## src/rtl/abd_pkg.sv

```systemverilog
// shared types, tables and constants of the address keyed byte descrambler
`timescale 1ns / 1ps

package abd_pkg;

    // default address width
    localparam int DEF_ADDR_WIDTH = 14;

    // address bits that pick the method, and the bit that rotates it
    localparam logic [9:0] SEL_MASK  = 10'h2A5;
    localparam int         SHIFT_POS = 11;

    localparam int NUM_METHODS = 6;
    localparam int HALF_METHODS = NUM_METHODS / 2;

    // method index, zero based (method 1 of the scheme is index 0)
    typedef logic [2:0] t_method;

    localparam t_method METHOD_IDENT = 3'd0;

    typedef logic [2:0] t_bit_idx;
    typedef t_bit_idx [7:0] t_perm;

    // source bit for each output bit, per method (element i feeds output bit i)
    localparam t_perm SRC_BIT [NUM_METHODS] = '{
        '{3'd7, 3'd6, 3'd5, 3'd4, 3'd3, 3'd2, 3'd1, 3'd0},
        '{3'd2, 3'd3, 3'd1, 3'd7, 3'd4, 3'd6, 3'd0, 3'd5},
        '{3'd5, 3'd0, 3'd4, 3'd3, 3'd7, 3'd1, 3'd2, 3'd6},
        '{3'd7, 3'd6, 3'd3, 3'd4, 3'd5, 3'd2, 3'd1, 3'd0},
        '{3'd2, 3'd3, 3'd4, 3'd7, 3'd1, 3'd6, 3'd0, 3'd5},
        '{3'd5, 3'd0, 3'd4, 3'd3, 3'd7, 3'd1, 3'd2, 3'd6}
    };

    // output bits inverted after the permutation, per method
    localparam logic [7:0] INV_MASK [NUM_METHODS] = '{
        8'h00, 8'h6E, 8'hA4, 8'h20, 8'h4E, 8'h8C
    };

    // method picked by the masked address bits, identity when not listed
    function automatic t_method base_method(input logic [9:0] sel);
        t_method m;
        unique case (sel)
            10'h004, 10'h005, 10'h020, 10'h085, 10'h0A0:
                m = 3'd1;
            10'h001, 10'h021, 10'h025, 10'h080, 10'h084, 10'h0A1, 10'h0A5:
                m = 3'd2;
            10'h205, 10'h280, 10'h284:
                m = 3'd3;
            10'h200, 10'h204, 10'h220, 10'h224, 10'h281, 10'h285, 10'h2A0,
            10'h2A4:
                m = 3'd4;
            10'h201, 10'h221, 10'h225, 10'h2A1, 10'h2A5:
                m = 3'd5;
            default:
                m = METHOD_IDENT;
        endcase
        return m;
    endfunction

endpackage

```

## src/rtl/address_keyed_byte_descrambler.sv

```systemverilog
// top level of the address keyed byte descrambler
`timescale 1ns / 1ps

// usage
// - a word (rom address and cipher byte) is taken at each rising edge with start
//   high and busy low; busy is held low, so a word may come every cycle
// - the decrypted byte appears on o_plain_byte with o_valid high for exactly one
//   cycle, starting at the edge after the word was taken (the input register
//   loads on the taking edge, the result register on the next one)
// - throughput is one word per cycle; the only logic between the two registers
//   is the method decode and one 8 bit permutation with inversion
// - the receiver cannot stall: every result is consumed in its strobe cycle
// - synchronous active-low reset clears the valid flags; no word in flight
//   survives reset, and no result is shown until new words arrive
// - only the low ADDR_WIDTH address bits matter; bits 9,7,5,2,0 pick the
//   method and bit 11 rotates it by three
// - the block keeps no state between words
module address_keyed_byte_descrambler
    import abd_pkg::*;
#(
    parameter int ADDR_WIDTH = DEF_ADDR_WIDTH
) (
    input  logic                  i_clk,
    input  logic                  i_rst_n,
    input  logic                  start,
    output logic                  busy,
    input  logic [ADDR_WIDTH-1:0] i_rom_address,
    input  logic [7:0]            i_cipher_byte,
    output logic                  o_valid,
    output logic [7:0]            o_plain_byte
);

    // input register
    logic                  r_in_vld;
    logic [ADDR_WIDTH-1:0] r_addr;
    logic [7:0]            r_byte;

    // result register
    logic                  r_out_vld;
    logic [7:0]            r_plain;
    logic [7:0]            n_plain;

    t_method method;

    // the block never holds words off
    assign busy = 1'b0;

    always_ff @(posedge i_clk) begin
        if (!i_rst_n) begin
            r_in_vld  <= 1'b0;
            r_out_vld <= 1'b0;
        end else begin
            r_in_vld  <= start;
            r_out_vld <= r_in_vld;
        end
    end

    // payload registers, no reset needed
    always_ff @(posedge i_clk) begin
        if (start) begin
            r_addr <= i_rom_address;
            r_byte <= i_cipher_byte;
        end
        if (r_in_vld) begin
            r_plain <= n_plain;
        end
    end

    // method decode from the registered address
    abd_sel #(
        .ADDR_WIDTH (ADDR_WIDTH)
    ) u_sel (
        .i_addr   (r_addr),
        .o_method (method)
    );

    // permutation and inversion of the registered byte
    abd_perm u_perm (
        .i_method (method),
        .i_byte   (r_byte),
        .o_byte   (n_plain)
    );

    assign o_valid      = r_out_vld;
    assign o_plain_byte = r_plain;

endmodule

```

## src/rtl/abd_sel.sv

```systemverilog
// method selection from the rom address
`timescale 1ns / 1ps

module abd_sel
    import abd_pkg::*;
#(
    parameter int ADDR_WIDTH = DEF_ADDR_WIDTH
) (
    input  logic [ADDR_WIDTH-1:0] i_addr,
    output t_method               o_method
);

    t_method base;

    always_comb begin
        base = base_method(i_addr[9:0] & SEL_MASK);
        // bit 11 advances by three, wrapping within six methods
        if (i_addr[SHIFT_POS]) begin
            if (base < t_method'(HALF_METHODS)) begin
                o_method = base + t_method'(HALF_METHODS);
            end else begin
                o_method = base - t_method'(HALF_METHODS);
            end
        end else begin
            o_method = base;
        end
    end

endmodule

```

## src/rtl/abd_perm.sv

```systemverilog
// bit permutation and inversion of one byte
`timescale 1ns / 1ps

module abd_perm
    import abd_pkg::*;
(
    input  t_method    i_method,
    input  logic [7:0] i_byte,
    output logic [7:0] o_byte
);

    logic [7:0] perm;
    t_perm      src;

    always_comb begin
        src = SRC_BIT[i_method];
        for (int i = 0; i < 8; i++) begin
            perm[i] = i_byte[src[i]];
        end
        o_byte = perm ^ INV_MASK[i_method];
    end

endmodule

```

## config.mk

```make
export PLATFORM = sky130hd
export DESIGN_NAME = address_keyed_byte_descrambler
export DESIGN_NICKNAME = d
export VERILOG_FILES = /design/src/rtl/abd_pkg.sv /design/src/rtl/address_keyed_byte_descrambler.sv /design/src/rtl/abd_sel.sv /design/src/rtl/abd_perm.sv
export SDC_FILE = /design/constraint.sdc
export NUM_CORES = 1
export LEC_CHECK = 0
export CORE_ASPECT_RATIO = 1.2
export CORE_MARGIN = 2
export CORE_UTILIZATION = 30
export CTS_CLUSTER_SIZE = 30
export DETAILED_ROUTE_END_ITERATION = 10
export DONT_BUFFER_PORTS = 1
export PLACE_DENSITY = 0.49
export SYNTH_ARGS = -nofsm -noshare
export SYNTH_HDL_FRONTEND = slang
export SYNTH_HIERARCHICAL = 1
export SYNTH_SLANG_ARGS = --single-unit
export TNS_END_PERCENT = 100
```

## constraint.sdc

```tcl
create_clock -name i_clk -period 4.3 [get_ports i_clk]
set_clock_uncertainty 0.05 [all_clocks]
set_input_delay 0.645 -clock i_clk [delete_from_list [all_inputs] [get_ports i_clk]]
set_output_delay 0.645 -clock i_clk [all_outputs]
set_load 0.05 [all_outputs]
```

## Word level (Yosys, flattened, before mapping)

Memory sizes are Yosys's and may differ from the RTL's.
Cells that the tools add are included.

| storage, ports and cells | value |
|---|---|
| register bits | 30 |
| memory bits (read-only) | 256 |
| input port bits | 25 |
| word-level logic and storage cells | 77 |
| memories kept | 2 |

| cells by class | value |
|---|---|
| add/subtract/negate cells | 2 |
| order comparisons | 10 |
| eq/ne operators | 28 |
| muxes and demuxes | 23 |
| bitwise operators | 2 |
| reductions and logical operators | 5 |

Memory list:

| name | words | width | read ports | clocked after memory_dff | wr ports | RTL line | text |
|---|---|---|---|---|---|---|---|
| (no name shown) | 8 | 24 | 1 | 0 | 0 | abd_perm.sv:16 | `src = SRC_BIT[i_method];` |
| (no name shown) | 8 | 8 | 1 | 0 | 0 | abd_perm.sv:20 | `o_byte = perm ^ INV_MASK[i_method];` |

Operator list:

| cell | number |
|---|---|
| $eq A5 B5 Y1 const B | 16 |
| $mux W24 | 2 |
| $lt A3 B4 Y1 const B | 8 |
| $eq A5 B4 Y1 const B | 6 |
| $bmux W1 S3 | 8 |
| $mux W8 | 2 |
| $eq A5 B3 Y1 const B | 3 |
| $pmux W3 S5 | 1 |
| $eq A5 B2 Y1 const B | 2 |
| $reduce_or A5 Y1 | 2 |
| $mux W1 | 8 |
| $reduce_or A8 Y1 | 1 |
| $xor A8 B8 Y8 | 1 |
| $reduce_or A7 Y1 | 1 |
| $mux W3 | 2 |
| $eq A5 B1 Y1 const B | 1 |
| $ge A4 B4 Y1 const B | 1 |
| $not A3 Y4 | 1 |
| $add A3 B2 Y3 const B | 1 |
| $lt A3 B2 Y1 const B | 1 |
| $reduce_or A3 Y1 | 1 |
| $sub A3 B2 Y3 const B | 1 |

## Logic depth before layout (Yosys ltp)

| logic depth | value |
|---|---|
| depth after elaboration | 13 |
| mapped depth | 15 |
| depth with buffers taken out | 14 |

## Modules after synthesis

Netlist, hierarchy kept.

By module, submodules not included:

| module | instances | cells each | area an instance (um2) |
|---|---|---|---|
| address_keyed_byte_descrambler | 1 | 36 | 964.7 |
| abd_perm | 1 | 85 | 774.5 |
| abd_sel | 1 | 29 | 210.2 |

## Least setup slack after synthesis

No wires, ideal clock.

| path | value |
|---|---|
| path type | register -> register |
| from | register r_addr[9] |
| to | register r_plain[3] (netlist: o_plain_byte[3]) (data pin) |
| setup time | 0.271 ns |
| arrival | 3.077 ns |
| data required time | 3.979 ns |
| slack | 0.902 ns |
| stages on the path, launching flop included | 15 |
| buffers on the path | 1 |
| cells stage by stage | edfxtp_1 -> buf_6 -> or3_4 -> a31oi_2 -> inv_1 -> ha_1 -> xnor2_1 -> nand2_1 -> o21ai_1 -> inv_1 -> ha_1 -> nor2b_2 -> mux4_2 -> mux2i_1 -> o2111ai_1 |

| on the way | value |
|---|---|
| cells in the longest elaborated chain, start to end | 13 |

Ends and longest elaborated chain:

| what | RTL line | text |
|---|---|---|
| start: declaration | address_keyed_byte_descrambler.sv:35 | `logic [ADDR_WIDTH-1:0] r_addr;` |
| start signal: assignment | address_keyed_byte_descrambler.sv:61 | `r_addr <= i_rom_address;` |
| $eq A5 B5 Y1 (tied with other cells) | abd_pkg.sv:42 | `unique case (sel)` |
| $reduce_or A8 Y1 (tied with other cells) | abd_pkg.sv:42 |  |
| $pmux W3 S5 (*) | abd_pkg.sv:42 |  |
| $sub A3 B2 Y3 (tied with other cells) | abd_sel.sv:22 | `o_method = base - t_method'(HALF_METHODS);` |
| $mux W3 | abd_sel.sv:19 | `if (base < t_method'(HALF_METHODS)) begin` |
| $mux W3 (*) | abd_sel.sv:18 | `if (i_addr[SHIFT_POS]) begin` |
| net method[1] | address_keyed_byte_descrambler.sv:43 | `t_method method;` |
| $not A3 Y4 (implied by the code) (*) | abd_perm.sv:16, abd_perm.sv:20 |  |
| $mem_v2 Z8 W24 | -- |  |
| $mux W24 (implied by the code) (2 in a row) | abd_perm.sv:16 |  |
| $bmux W1 S3 | abd_perm.sv:18 | `perm[i] = i_byte[src[i]];` |
| $mux W1 (implied by the code) | abd_perm.sv:18 |  |
| $xor A8 B8 Y8 (*) | abd_perm.sv:20 |  |
| net n_plain[3] | address_keyed_byte_descrambler.sv:41 | `logic [7:0] n_plain;` |
| end signal: assignment | address_keyed_byte_descrambler.sv:65 | `r_plain <= n_plain;` |
| end: declaration | address_keyed_byte_descrambler.sv:40 | `logic [7:0] r_plain;` |

Mark *: on every way through the listed nets, which the timed path passes. The rest lies on a longest branch. The select of a mux whose other input is x is not followed.
A chain may end at the register's enable or synchronous reset.

## Worst setup path after layout

Ends and elaborated chain as after synthesis.

==> report_table.html <==
<table>
<tr><th>Metric</th><th>Value</th></tr>
<tr><th colspan="2">Global route</th></tr>
<tr><td>Initial antenna violation count</td><td>0</td></tr>
<tr><td>Total GRT Usage</td><td>0.102</td></tr>
<tr><td>Wire length of the first global-routing pass</td><td>4960 um</td></tr>
<tr><td>Pin count of the biggest net entering global routing</td><td>16</td></tr>
<tr><td>Via count of the first global-routing pass</td><td>1059</td></tr>
<tr><td>GRT overflow</td><td>0</td></tr>
<tr><th colspan="2">Timing</th></tr>
<tr><td>Max Clk Rate</td><td>268 MHz</td></tr>
<tr><td>Summed negative setup slack over all endpoints</td><td>0 ps</td></tr>
<tr><td>RSZ-0062 raised after global routing</td><td>no</td></tr>
<tr><td>Slew at the pin closest to its max-slew limit</td><td>690 ps</td></tr>
<tr><td>Worst relative slew slack</td><td>0.537</td></tr>
<tr><td>Hold Violations, Final</td><td>0</td></tr>
<tr><td>Final-report max-slew violation count</td><td>0</td></tr>
<tr><td>Min Tclk post-route</td><td>3730 ps</td></tr>
<tr><td>Minimum setup slack in the final design</td><td>572 ps</td></tr>
<tr><td>Total of endpoints with negative setup slack in the final report</td><td>0</td></tr>
<tr><td>Post-route fraction of the period consumed by the critical path</td><td>0.867</td></tr>
<tr><th colspan="2">Cells and area</th></tr>
<tr><td>Antenna cells</td><td>0</td></tr>
<tr><td>Utilization after layout</td><td>0.321</td></tr>
<tr><td>Signed area change from the synthesized netlist to the final layout</td><td>5.12%</td></tr>
<tr><td>Fill cell instance count of the final layout</td><td>573</td></tr>
<tr><td>Fraction of final layout cells with drive strength greater than 1</td><td>0.122</td></tr>
<tr><td>Post-layout net count</td><td>174</td></tr>
<tr><th colspan="2">Worst setup path</th></tr>
<tr><td>Reg-to-Reg Start</td><td>r_addr[9]</td></tr>
<tr><td>Maximum fanout along the worst path</td><td>8</td></tr>
<tr><td>Required time of the worst setup path</td><td>4250 ps</td></tr>
<tr><td>Type of the worst setup path</td><td>reg2reg</td></tr>
<tr><td>Critical path capture point type</td><td>flip-flop</td></tr>
<tr><td>FF-to-FF path depth</td><td>13</td></tr>
<tr><td>Launch point of the critical path</td><td>r_addr[9]</td></tr>
<tr><td>Type of origin of the critical path</td><td>flip-flop</td></tr>
<tr><td>Data arrival, critical path</td><td>3680 ps</td></tr>
<tr><th colspan="2">Job</th></tr>
<tr><td>Max-capacitance violation count</td><td>0</td></tr>
<tr><th colspan="2">Drt</th></tr>
<tr><td>Detailed router's first-iteration violation count</td><td>63</td></tr>
<tr><td>Detail-routed net length per standard cell</td><td>15.2 um</td></tr>
<tr><td>DRC</td><td>0</td></tr>
<tr><td>Total number of vias</td><td>1091</td></tr>
<tr><td>Via count normalized by instance count</td><td>5.37</td></tr>
<tr><td>Final antenna-violating net count</td><td>0</td></tr>
<tr><td>Total Routed Length</td><td>3080 um</td></tr>
<tr><td>DR pass1 iterations</td><td>4</td></tr>
<tr><th colspan="2">Floorplan</th></tr>
<tr><td>Std-Cell Rows</td><td>30</td></tr>
<tr><td>Die height</td><td>86.7 um</td></tr>
<tr><td>Area of the core</td><td>5590 um2</td></tr>
<tr><td>Effective utilization at floorplan</td><td>0.306</td></tr>
<tr><td>Die boundary width</td><td>72.9 um</td></tr>
<tr><td>Top Ports</td><td>35</td></tr>
<tr><td>Area of the die</td><td>6320 um2</td></tr>
<tr><th colspan="2">Pwr</th></tr>
<tr><td>LEAKAGE</td><td>0.639 nW</td></tr>
<tr><td>Sw frac</td><td>0.377</td></tr>
<tr><td>Final Power</td><td>849 uW</td></tr>
<tr><td>Pwr per Cell Area</td><td>473 nW/um2</td></tr>
<tr><td>Power share of the sequential group</td><td>0.447</td></tr>
<tr><td>Switching power total</td><td>320 uW</td></tr>
<tr><td>Portion of total power attributed to combinational logic</td><td>0.392</td></tr>
<tr><td>Clock Power Share</td><td>0.161</td></tr>
<tr><td>Power Internal</td><td>529 uW</td></tr>
<tr><td>Peak VDD IR</td><td>0.167 mV</td></tr>
<tr><th colspan="2">Synth</th></tr>
<tr><td>Mapped Area</td><td>1710 um2</td></tr>
<tr><td>Total nets after synthesis</td><td>176</td></tr>
<tr><td>Ys Warns</td><td>6</td></tr>
<tr><td>Average size of a mapped cell</td><td>12.0 um2</td></tr>
<tr><td>Cells after synthesis</td><td>142</td></tr>
<tr><th colspan="2">CTS</th></tr>
<tr><td>Buffer count from post-CTS setup fixing</td><td>0</td></tr>
<tr><td>CTS Hold Buffers Added</td><td>0</td></tr>
<tr><td>Maximum count of clock buffers along a single path</td><td>2</td></tr>
<tr><td>CTS tree</td><td>built</td></tr>
<tr><td>Total of cells resized after clock tree synthesis</td><td>0</td></tr>
<tr><td>Clock transition at path regs</td><td>80 ps</td></tr>
<tr><td>Maximum level of the CTS H-tree</td><td>1</td></tr>
<tr><td>Clock tree root driver cell</td><td>sky130_fd_sc_hd__clkbuf_8</td></tr>
<tr><td>Num CTS Buffers</td><td>3</td></tr>
<tr><td>CTS Sinks</td><td>24</td></tr>
<tr><td>Clock Latency Late Sink</td><td>260 ps</td></tr>
<tr><th colspan="2">Hold path</th></tr>
<tr><td>Kind of path behind the tightest hold check</td><td>in2reg</td></tr>
<tr><td>Launch instance of the worst min-delay path</td><td>i_cipher_byte[5]</td></tr>
<tr><td>Cell count of the worst hold path</td><td>0</td></tr>
<tr><th colspan="2">Place</th></tr>
<tr><td>Worst setup slack before clock tree synthesis</td><td>545 ps</td></tr>
<tr><td>Count of input and output buffers</td><td>0</td></tr>
<tr><td>Hpwl dp</td><td>2360 um</td></tr>
<tr><td>Final GP Congestion</td><td>0.851</td></tr>
<tr><th colspan="2">Outcome</th></tr>
<tr><td>Status</td><td>finished, final reports clean</td></tr>
</table>
-- sequential cells by signal (all words and copies together), names as in the netlist --
register      count
r_addr            6
o_valid           1
r_byte            8
o_plain_byte      8
r_in_vld          1
-- worst paths after layout --
kind,to,slack (ps)
max,o_plain_byte[3],570
min,r_byte[5],420
max reg2reg,o_plain_byte[3],570
min reg2reg,o_plain_byte[1],600
-- critical path, stage by stage (launching register included) --
cell and delay (ps):
sky130_fd_sc_hd__edfxtp_1 520, sky130_fd_sc_hd__or3_4 430, sky130_fd_sc_hd__a31oi_2 230, sky130_fd_sc_hd__inv_1 70, sky130_fd_sc_hd__ha_1 310, sky130_fd_sc_hd__xnor2_1 120, sky130_fd_sc_hd__nand2_1 70, sky130_fd_sc_hd__o21ai_1 130
sky130_fd_sc_hd__inv_1 130, sky130_fd_sc_hd__ha_1 290, sky130_fd_sc_hd__nor2b_2 250, sky130_fd_sc_hd__mux4_2 560, sky130_fd_sc_hd__mux2i_1 170, sky130_fd_sc_hd__o2111ai_1 140
-- per-layer routing --
metal	routed length, um	track usage	share of wire
met4	65	0.0421	0.021
met1	1380	0.119	0.45
met3	98	0.0256	0.032
met5	0	0	0
met2	1530	0.176	0.50
-- cell usage in the layout (no fill, tap or decap), types with 2 or more instances in the layout --
| master | instances |
|---|---|
| sky130_fd_sc_hd__nor3_1 | 2 |
| sky130_fd_sc_hd__mux4_1 | 3 |
| sky130_fd_sc_hd__nor2_1 | 8 |
| sky130_fd_sc_hd__ha_1 | 9 |
| sky130_fd_sc_hd__a21oi_1 | 3 |
| sky130_fd_sc_hd__buf_4 | 2 |
| sky130_fd_sc_hd__mux2i_1 | 10 |
| sky130_fd_sc_hd__edfxtp_1 | 22 |
| sky130_fd_sc_hd__a21boi_0 | 2 |
| sky130_fd_sc_hd__nand2_1 | 6 |
| sky130_fd_sc_hd__o21ai_0 | 3 |
| sky130_fd_sc_hd__dfxtp_1 | 2 |
| sky130_fd_sc_hd__nand3_1 | 2 |
| sky130_fd_sc_hd__nor2b_1 | 4 |
| sky130_fd_sc_hd__mux4_2 | 7 |
| sky130_fd_sc_hd__o21a_1 | 2 |
| sky130_fd_sc_hd__clkbuf_8 | 3 |
| sky130_fd_sc_hd__and2_1 | 2 |
| sky130_fd_sc_hd__a21o_1 | 2 |
| sky130_fd_sc_hd__inv_1 | 8 |
| sky130_fd_sc_hd__xnor2_1 | 4 |
| sky130_fd_sc_hd__nand2b_1 | 6 |
| sky130_fd_sc_hd__xor2_1 | 3 |
| sky130_fd_sc_hd__nand4b_1 | 2 |
-- power by group through the flow --
stage	combinational, mW	clock (mW)	sequential, mW
finish	0.333	0.137	0.380
global route	0.364	0.150	0.385
CTS	0.334	0.142	0.380
detailed placement	0.333	0	0.386
global placement	0.324	0	0.384
floorplan	0.288	0	0.374
-- through the flow --
| step | std cells | hold WS, ps | instance area (um2) |
|---|---|---|---|
| after floorplan | 142 | 517 | 1710 |
| after global placement | 199 | 573 | 1750 |
| after detailed placement | 199 | 585 | 1750 |
| after CTS | 203 | 413 | 1800 |
| after global routing | 203 | 403 | 1800 |
| final | 203 | 419 | 1800 |
-- area by class of cell --
class | count | area, um2 | share of cell area
multi-input combinational | 101 | 926 | 0.515
sequential | 24 | 701 | 0.390
tap | 64 | 80.1 | 0.0446
clock buffer | 4 | 45.0 | 0.0251
inverter | 8 | 30.0 | 0.0167
timing repair buffer | 2 | 15.0 | 0.00836
Note: power is estimated with default switching activity, not from simulation.
